===== src/rtl/lpfd_pkg.sv =====
// ----------------------------------------------------------------------------
// lpfd_pkg: shared types and constants
// Types, register indexes and codes for the length-prefixed frame deframer.
// ----------------------------------------------------------------------------
package lpfd_pkg;

  localparam int HEADER_BYTES = 12;
  localparam int FRONT_BYTES  = 8;
  localparam int RAW_BYTES    = 4;
  localparam int SIZE_W       = 27;

  localparam logic [SIZE_W-1:0] MAX_FRAME_RST = SIZE_W'(64 * 1024 * 1024);
  localparam logic [7:0]        COMP_MASK_RST = 8'h01;
  localparam logic [7:0]        DICT_MASK_RST = 8'h02;

  typedef enum logic [1:0] {
    PH_HEADER  = 2'd0,
    PH_PAYLOAD = 2'd1,
    PH_ERROR   = 2'd2
  } phase_t;

  typedef enum logic [1:0] {
    KIND_HEADER = 2'd0,
    KIND_DATA   = 2'd1,
    KIND_ERROR  = 2'd2
  } kind_t;

  typedef enum logic [1:0] {
    ERR_OVERSIZE = 2'd0,
    ERR_SHORT    = 2'd1,
    ERR_RAW_SIZE = 2'd2,
    ERR_NO_DICT  = 2'd3
  } err_t;

  typedef enum logic [1:0] {
    REG_MAX_FRAME    = 2'd0,
    REG_COMP_MASK    = 2'd1,
    REG_DICT_MASK    = 2'd2,
    REG_DICT_PRESENT = 2'd3
  } reg_idx_t;

  typedef struct packed {
    logic [SIZE_W-1:0] max_frame_size;
    logic [7:0]        compressed_mask;
    logic [7:0]        dictionary_mask;
    logic              dictionary_present;
  } cfg_t;

  typedef struct packed {
    kind_t             kind;
    logic [7:0]        msg_type;
    logic [7:0]        msg_flags;
    logic [7:0]        msg_domain;
    logic [7:0]        msg_code;
    logic [31:0]       serial_number;
    logic [SIZE_W-1:0] frame_size;
    logic [7:0]        data_byte;
    logic              last_of_frame;
    err_t              error_code;
  } item_t;

endpackage


===== src/rtl/lpfd_cfg.sv =====
// ----------------------------------------------------------------------------
// lpfd_cfg: configuration registers
// Holds the size limit, flag masks and dictionary status; always ready.
// ----------------------------------------------------------------------------
module lpfd_cfg (
  input  logic                         clk,
  input  logic                         rst_n,
  input  logic                         cfg_valid,
  output logic                         cfg_ready,
  input  logic [1:0]                   cfg_index,
  input  logic [lpfd_pkg::SIZE_W-1:0]  cfg_data,
  output lpfd_pkg::cfg_t               cfg_o
);

  lpfd_pkg::cfg_t cfg_r;

  assign cfg_ready = 1'b1;
  assign cfg_o     = cfg_r;

  always_ff @(posedge clk) begin
    if (!rst_n) begin
      cfg_r.max_frame_size     <= lpfd_pkg::MAX_FRAME_RST;
      cfg_r.compressed_mask    <= lpfd_pkg::COMP_MASK_RST;
      cfg_r.dictionary_mask    <= lpfd_pkg::DICT_MASK_RST;
      cfg_r.dictionary_present <= 1'b0;
    end else if (cfg_valid) begin
      unique case (lpfd_pkg::reg_idx_t'(cfg_index))
        lpfd_pkg::REG_MAX_FRAME:    cfg_r.max_frame_size     <= cfg_data;
        lpfd_pkg::REG_COMP_MASK:    cfg_r.compressed_mask    <= cfg_data[7:0];
        lpfd_pkg::REG_DICT_MASK:    cfg_r.dictionary_mask    <= cfg_data[7:0];
        lpfd_pkg::REG_DICT_PRESENT: cfg_r.dictionary_present <= cfg_data[0];
        default: ;
      endcase
    end
  end

endmodule


===== src/rtl/lpfd_parse.sv =====
// ----------------------------------------------------------------------------
// lpfd_parse: header and payload parser
// Tracks frame state one byte per step and forms the result of that byte.
// ----------------------------------------------------------------------------
module lpfd_parse (
  input  logic                 clk,
  input  logic                 rst_n,
  input  logic                 step_i,
  input  logic [7:0]           byte_i,
  input  lpfd_pkg::cfg_t       cfg_i,
  output logic                 res_valid_o,
  output lpfd_pkg::item_t      res_o
);

  localparam int SW = lpfd_pkg::SIZE_W;

  lpfd_pkg::phase_t phase_r, phase_nxt;
  logic [3:0]    count_r, count_nxt;
  logic [63:0]   front_r, front_nxt;
  logic [23:0]   size_r, size_nxt;
  logic [SW-1:0] rem_r, rem_nxt;
  logic [2:0]    idx_r, idx_nxt;
  logic [23:0]   raw_r, raw_nxt;

  logic [31:0] size_full;
  logic [31:0] raw_full;
  logic [7:0]  flags;
  logic        compressed;
  logic        front_load;
  logic        hdr_done;
  logic        oversize;
  logic        too_short;
  logic        raw_active;
  logic        raw_done;
  logic        raw_big;
  logic        dict_miss;
  logic        rem_last;
  logic        raw_fail;

  assign size_full  = {size_r, byte_i};
  assign raw_full   = {raw_r, byte_i};
  assign flags      = front_r[55:48];
  assign compressed = |(flags & cfg_i.compressed_mask);
  assign front_load = count_r < 4'(lpfd_pkg::FRONT_BYTES);
  assign hdr_done   = count_r == 4'(lpfd_pkg::HEADER_BYTES - 1);
  assign oversize   = size_full > {{(32-SW){1'b0}}, cfg_i.max_frame_size};
  assign too_short  = compressed && (size_full < 32'(lpfd_pkg::RAW_BYTES));
  assign raw_active = compressed && (idx_r < 3'(lpfd_pkg::RAW_BYTES));
  assign raw_done   = raw_active && (idx_r == 3'(lpfd_pkg::RAW_BYTES - 1));
  assign raw_big    = raw_full > {{(32-SW){1'b0}}, cfg_i.max_frame_size};
  assign dict_miss  = (raw_full != 32'd0) && (|(flags & cfg_i.dictionary_mask)) &&
                      !cfg_i.dictionary_present;
  assign raw_fail   = raw_done && (raw_big || dict_miss);
  assign rem_last   = rem_r <= SW'(1);

  // next state
  always_comb begin
    phase_nxt = phase_r;
    count_nxt = count_r;
    front_nxt = front_r;
    size_nxt  = size_r;
    rem_nxt   = rem_r;
    idx_nxt   = idx_r;
    raw_nxt   = raw_r;
    if (step_i) begin
      unique case (phase_r)
        lpfd_pkg::PH_HEADER: begin
          if (front_load) begin
            front_nxt = {front_r[55:0], byte_i};
          end else begin
            size_nxt = size_full[23:0];
          end
          if (hdr_done) begin
            count_nxt = '0;
            if (oversize || too_short) begin
              phase_nxt = lpfd_pkg::PH_ERROR;
            end else if (size_full != 32'd0) begin
              phase_nxt = lpfd_pkg::PH_PAYLOAD;
              rem_nxt   = size_full[SW-1:0];
              idx_nxt   = '0;
            end
          end else begin
            count_nxt = count_r + 4'd1;
          end
        end
        lpfd_pkg::PH_PAYLOAD: begin
          if (raw_active) begin
            raw_nxt = raw_full[23:0];
            idx_nxt = idx_r + 3'd1;
          end
          if (raw_fail) begin
            phase_nxt = lpfd_pkg::PH_ERROR;
          end else if (rem_last) begin
            rem_nxt   = '0;
            phase_nxt = lpfd_pkg::PH_HEADER;
          end else begin
            rem_nxt = rem_r - SW'(1);
          end
        end
        default: ;
      endcase
    end
  end

  // result of the current byte
  always_comb begin
    res_valid_o = 1'b0;
    res_o       = '0;
    unique case (phase_r)
      lpfd_pkg::PH_HEADER: begin
        res_valid_o = hdr_done;
        if (oversize) begin
          res_o.kind       = lpfd_pkg::KIND_ERROR;
          res_o.error_code = lpfd_pkg::ERR_OVERSIZE;
        end else if (too_short) begin
          res_o.kind       = lpfd_pkg::KIND_ERROR;
          res_o.error_code = lpfd_pkg::ERR_SHORT;
        end else begin
          res_o.kind          = lpfd_pkg::KIND_HEADER;
          res_o.msg_type      = front_r[63:56];
          res_o.msg_flags     = front_r[55:48];
          res_o.msg_domain    = front_r[47:40];
          res_o.msg_code      = front_r[39:32];
          res_o.serial_number = front_r[31:0];
          res_o.frame_size    = size_full[SW-1:0];
          res_o.last_of_frame = size_full == 32'd0;
        end
      end
      lpfd_pkg::PH_PAYLOAD: begin
        res_valid_o = 1'b1;
        if (raw_fail) begin
          res_o.kind       = lpfd_pkg::KIND_ERROR;
          res_o.error_code = raw_big ? lpfd_pkg::ERR_RAW_SIZE : lpfd_pkg::ERR_NO_DICT;
        end else begin
          res_o.kind          = lpfd_pkg::KIND_DATA;
          res_o.data_byte     = byte_i;
          res_o.last_of_frame = rem_last;
        end
      end
      default: ;
    endcase
  end

  always_ff @(posedge clk) begin
    if (!rst_n) begin
      phase_r <= lpfd_pkg::PH_HEADER;
      count_r <= '0;
      rem_r   <= '0;
      idx_r   <= '0;
    end else begin
      phase_r <= phase_nxt;
      count_r <= count_nxt;
      rem_r   <= rem_nxt;
      idx_r   <= idx_nxt;
    end
  end

  always_ff @(posedge clk) begin
    front_r <= front_nxt;
    size_r  <= size_nxt;
    raw_r   <= raw_nxt;
  end

`ifndef NO_ASSERTIONS
  a_count_range: assert property (@(posedge clk) disable iff (!rst_n)
    count_r < 4'(lpfd_pkg::HEADER_BYTES))
    else $error("header count out of range");

  a_payload_nonzero: assert property (@(posedge clk) disable iff (!rst_n)
    phase_r == lpfd_pkg::PH_PAYLOAD |-> rem_r != '0)
    else $error("payload phase with nothing remaining");

  a_error_sticky: assert property (@(posedge clk) disable iff (!rst_n)
    phase_r == lpfd_pkg::PH_ERROR |=> phase_r == lpfd_pkg::PH_ERROR)
    else $error("left error phase without reset");

  a_idx_range: assert property (@(posedge clk) disable iff (!rst_n)
    idx_r <= 3'(lpfd_pkg::RAW_BYTES))
    else $error("raw size index out of range");

  a_no_result_in_error: assert property (@(posedge clk) disable iff (!rst_n)
    phase_r == lpfd_pkg::PH_ERROR |-> !res_valid_o)
    else $error("result produced after error");
`endif

endmodule


===== src/rtl/length_prefixed_frame_deframer.sv =====
// A byte accepted at in_* passes the input register, then the result register,
// before its result appears at out_*. Throughput: one byte per cycle unless a
// result is stalled at out_*; a stalled result holds only the input stage.
// Bytes that complete no item (header bytes, bytes after an error) give no result.
// Reset (rst_n low, synchronous) restores default registers and the header phase,
// and clears any error.
// ----------------------------------------------------------------------------
// length_prefixed_frame_deframer: byte stream to header and payload items
// Parses 12-byte big-endian headers, forwards payload bytes, flags errors.
// ----------------------------------------------------------------------------
module length_prefixed_frame_deframer (
  input  logic                        clk,
  input  logic                        rst_n,
  input  logic                        in_valid,
  output logic                        in_stall,
  input  logic [7:0]                  in_byte,
  output logic                        out_valid,
  input  logic                        out_stall,
  output logic [1:0]                  out_item_kind,
  output logic [7:0]                  out_msg_type,
  output logic [7:0]                  out_msg_flags,
  output logic [7:0]                  out_msg_domain,
  output logic [7:0]                  out_msg_code,
  output logic [31:0]                 out_serial_number,
  output logic [lpfd_pkg::SIZE_W-1:0] out_frame_size,
  output logic [7:0]                  out_data_byte,
  output logic                        out_last_of_frame,
  output logic [1:0]                  out_error_code,
  input  logic                        cfg_valid,
  output logic                        cfg_ready,
  input  logic [1:0]                  cfg_index,
  input  logic [lpfd_pkg::SIZE_W-1:0] cfg_data
);

  lpfd_pkg::cfg_t  cfg;
  lpfd_pkg::item_t res;
  lpfd_pkg::item_t out_item_r;
  logic            res_valid;
  logic            s1_valid_r;
  logic [7:0]      s1_byte_r;
  logic            out_valid_r;
  logic            step;

  assign step     = s1_valid_r && (!out_valid_r || !out_stall);
  assign in_stall = s1_valid_r && !step;

  lpfd_cfg u_cfg (
    .clk       (clk),
    .rst_n     (rst_n),
    .cfg_valid (cfg_valid),
    .cfg_ready (cfg_ready),
    .cfg_index (cfg_index),
    .cfg_data  (cfg_data),
    .cfg_o     (cfg)
  );

  lpfd_parse u_parse (
    .clk         (clk),
    .rst_n       (rst_n),
    .step_i      (step),
    .byte_i      (s1_byte_r),
    .cfg_i       (cfg),
    .res_valid_o (res_valid),
    .res_o       (res)
  );

  // input stage
  always_ff @(posedge clk) begin
    if (!rst_n) begin
      s1_valid_r <= 1'b0;
    end else if (in_valid && !in_stall) begin
      s1_valid_r <= 1'b1;
    end else if (step) begin
      s1_valid_r <= 1'b0;
    end
  end

  always_ff @(posedge clk) begin
    if (in_valid && !in_stall) begin
      s1_byte_r <= in_byte;
    end
  end

  // result register
  always_ff @(posedge clk) begin
    if (!rst_n) begin
      out_valid_r <= 1'b0;
    end else if (step && res_valid) begin
      out_valid_r <= 1'b1;
    end else if (!out_stall) begin
      out_valid_r <= 1'b0;
    end
  end

  always_ff @(posedge clk) begin
    if (step && res_valid) begin
      out_item_r <= res;
    end
  end

  assign out_valid         = out_valid_r;
  assign out_item_kind     = out_item_r.kind;
  assign out_msg_type      = out_item_r.msg_type;
  assign out_msg_flags     = out_item_r.msg_flags;
  assign out_msg_domain    = out_item_r.msg_domain;
  assign out_msg_code      = out_item_r.msg_code;
  assign out_serial_number = out_item_r.serial_number;
  assign out_frame_size    = out_item_r.frame_size;
  assign out_data_byte     = out_item_r.data_byte;
  assign out_last_of_frame = out_item_r.last_of_frame;
  assign out_error_code    = out_item_r.error_code;

endmodule


===== config.mk =====
export PLATFORM = sky130hd
export DESIGN_NAME = length_prefixed_frame_deframer
export DESIGN_NICKNAME = d
export VERILOG_FILES = /design/src/rtl/lpfd_pkg.sv /design/src/rtl/lpfd_cfg.sv /design/src/rtl/lpfd_parse.sv /design/src/rtl/length_prefixed_frame_deframer.sv
export SDC_FILE = /design/constraint.sdc
export NUM_CORES = 1
export LEC_CHECK = 0
export BUFFER_PORTS_ARGS = -buffer_cell sky130_fd_sc_hd__buf_2
export CAP_MARGIN = 0
export CORE_MARGIN = 5
export CORE_UTILIZATION = 45
export DETAILED_ROUTE_END_ITERATION = 6
export PLACE_DENSITY = 0.74
export REMOVE_ABC_BUFFERS = 1
export SYNTH_ARGS = -nofsm -noshare
export SYNTH_HDL_FRONTEND = slang
export SYNTH_HIERARCHICAL = 1
export SYNTH_SLANG_ARGS = --single-unit

===== constraint.sdc =====
create_clock -name clk -period 11.4 [get_ports clk]
set_input_delay 1.71 -clock clk [delete_from_list [all_inputs] [get_ports clk]]
set_output_delay 1.71 -clock clk [all_outputs]
set_load 0.1 [all_outputs]

==> flow_metrics.env <==
export IMPL_setup_viol=0
export IMPL_cts_root_buf="clkbuf_16"
export IMPL_grt_max_degree=96
export IMPL_postSynthCellCount=1025
export IMPL_ir_drop_v=0.000113
export IMPL_rows=62
export IMPL_cp_slowest_cell="buf_2"
export IMPL_synth_compound_area_frac=0.0812
export IMPL_critPathMostFrequentCell="buf_2"
export IMPL_place_area_um2=14100
export IMPL_final_common_cell="edfxtp_1"
export IMPL_cts_buffers=31
export IMPL_cts_tree="built"
export IMPL_dr_pass1_iters=5
export IMPL_place_congestion=0.856
export IMPL_die_h_um=180
export IMPL_avgSynthCellArea_um2=12.7
export IMPL_seq_area_frac_synth=0.641
export IMPL_async_flop_share=0
export IMPL_critPathKind="in2out"
export IMPL_rsz0062_at_grt="false"
export IMPL_cp_arrival_ns=2.47
export IMPL_cp_num_buf_inv=2
export IMPL_synth_edf_count=224
export IMPL_hold_class="reg2reg"
export IMPL_grt_pass1_vias=8407
export IMPL_wl_per_cell_um=18.9
export IMPL_synthToLayoutAreaGrowth_pct=15.3
export IMPL_clkLatencyLatePin_ns=0.56
export IMPL_synth_simple_gate_area_share=0.157
export IMPL_crit_path_max_fanout=3
export IMPL_path_clk_slew_ns=0.06
export IMPL_initial_core_util=0.455
export IMPL_dieWidth_um=180
export IMPL_wirelength_um=29700
export IMPL_dr_total_vias=8668
export IMPL_dr_first_iter_drc_count=816
export IMPL_drv_cap=0
export IMPL_cts_buffer_depth=3
export IMPL_io_pins=149
export IMPL_synth_seq_cells=306
export IMPL_overflow=0
export IMPL_post_cts_setup_buffer_count=0
export IMPL_cellLeakagePower_nw=6.08
export IMPL_synth_cell_area_um2=13100
export IMPL_report_final_slew_viol_count=0
export IMPL_nets=1253
export IMPL_period_minus_slack_ns=4.18
export IMPL_synthMuxAreaShare=0.0330
export IMPL_postCtsHoldBufs=0
export IMPL_drive_gt1_frac=0.192
export IMPL_nFillCells=2458
export IMPL_critPathTopFamily="buffers and inverters"
export IMPL_fp_coreArea_um2=28700
export IMPL_dp_cells=1511
export IMPL_hold_viol=0
export IMPL_holdWs_ns=0.437
export IMPL_hpwl_um=19700
export IMPL_gr_usage_all_layers=0.175
export IMPL_synth_top_family_by_area="simple AND/OR/NAND/NOR gates"
export IMPL_ant_nets=0
export IMPL_grt_pass1_wl_um=46500
export IMPL_hold_path_depth=0
export IMPL_tns_ns=0
export IMPL_final_cell_area_um2=15000
export IMPL_synth_fa_ha_area_frac=0.0489
export IMPL_cp_depth=3
export IMPL_clock_fmax_ghz=0.239
export IMPL_post_cts_resized=0
export IMPL_synth_xor_xnor_area_share=0.00470
export IMPL_path_cells="buf_2, and3_4, buf_2"
export IMPL_ys_types=80
export IMPL_synth_warnings=6
export IMPL_die_area_um2=32500
export IMPL_drc=0
export IMPL_start_kind="input pin"
export IMPL_cp_slowest_stage_delay_ns=0.42
export IMPL_antenna_found_initial=3
export IMPL_final_util=0.524
export IMPL_finalCritPeriodShare=0.366
export IMPL_cts_sinks=306
export IMPL_cp_required_ns=9.69
export IMPL_synthFlopType="edfxtp_1"
export IMPL_port_buffers=147
export IMPL_via_per_inst=5.51
export IMPL_status="complete, no violations"
export IMPL_power_density_nw_per_um2=148
export IMPL_worstMarginPinSlew_ns=1.18
export IMPL_slew_headroom=0.216
export IMPL_worst_clock_skew_ns=0.0113
export IMPL_most_common_layout_cells="edfxtp_1 (224), buf_2 (147), nand2_1 (112)"
export IMPL_crit_path_end_kind="output pin"
export IMPL_finalNonFillerCells=1572
export IMPL_rr_worst_depth=11
export IMPL_ctsHtreeMaxLevel=1
[routing by layer]
metal | wire length [µm] | GRT usage | vias up | share of wire
met1 | 12900 | 0.238 | 4168 | 0.43
met4 | 871 | 0.0535 | 0 | 0.029
met3 | 1690 | 0.0254 | 62 | 0.057
met2 | 14300 | 0.293 | 321 | 0.48
li1 | - | - | 4117 | -
met5 | 0 | 0 | - | 0
[final cells by class]
type | count | area (µm²) | share of cell area
Sequential cell | 306 | 8370 | 0.556
Clock buffer | 49 | 873 | 0.0581
Multi-Input combinational cell | 624 | 4270 | 0.284
Timing Repair Buffer | 155 | 796 | 0.0529
Clock inverter | 9 | 86.3 | 0.00574
Tap cell | 384 | 480 | 0.0319
Antenna cell | 3 | 7.51 | 0.000499
Inverter | 42 | 158 | 0.0105
[cells in the mapped netlist (all sizes together), types with 4 or more instances]
cell type	n	share of area
nand3	11	0.0042
inv	41	0.012
o31ai	14	0.0091
nand2	113	0.033
and2	5	0.0024
buf	19	0.012
a22oi	9	0.0052
o21ai	18	0.0078
or3	6	0.0036
a211oi	7	0.0044
nor2b	11	0.0053
and3	105	0.051
o211ai	9	0.0052
a31oi	7	0.0034
nand2b	5	0.0024
nand4	19	0.0096
dfxtp	82	0.13
mux2i	43	0.033
a221oi	8	0.0078
edfxtp	224	0.52
nor2	38	0.011
ha	51	0.049
a21oi	49	0.019
clkbuf	34	0.0098
nor3	30	0.012
nor4	13	0.0077
xnor2	4	0.0027
[metrics by stage]
step | power (mW) | setup slack (ns)
2_1_floorplan | 1.27 | 4.05
3_3_place_gp | 1.30 | 7.24
3_5_place_dp | 1.30 | 7.23
4_1_cts | 2.25 | 7.22
5_1_grt | 2.31 | 7.20
6_report | 2.23 | 7.22
[sequential cells by signal, summed over array words and instances, names as in the netlist, 2 cells and up]
name / cells
u_parse/count_r: 4
u_parse/size_r: 24
out_data_byte: 8
s1_byte_r: 8
out_frame_size: 27
out_error_code: 2
out_msg_code: 8
u_parse/rem_r: 27
u_cfg/cfg_o: 44
out_msg_flags: 8
u_parse/idx_r: 3
out_item_kind: 2
out_msg_type: 8
u_parse/phase_r: 2
out_msg_domain: 8
u_parse/raw_r: 24
out_serial_number: 32
u_parse/front_r: 64
[power by group]
part	internal, mW	total [mW]	switching (mW)
registers	1.20	1.22	0.0137
logic	0.0224	0.0624	0.0401
clock network	0.549	0.952	0.403
[worst paths after layout]
check	start	end	slack [ns]
min reg2reg	u_parse/front_r[12]$_DFFE_PP_	u_parse/front_r[20]$_DFFE_PP_	0.44
max reg2reg	u_parse/size_r[15]$_DFFE_PP_	u_parse/idx_r[2]$_SDFFE_PN0P_	7.78
max	out_stall	in_stall	7.22
min	u_parse/front_r[12]$_DFFE_PP_	u_parse/front_r[20]$_DFFE_PP_	0.44
[logic make-up after synthesis]
| family | Yosys count |
|---|---|
| AOI/OAI and AO/OA | 146 |
| other | 1 |
| muxes | 43 |
| xor gates and xnor gates | 7 |
| and+or+nand+nor | 376 |
| adders and majority gates | 51 |
| buffers and inverters | 95 |
| DFF | 306 |
(Power assumes the default switching activity.)
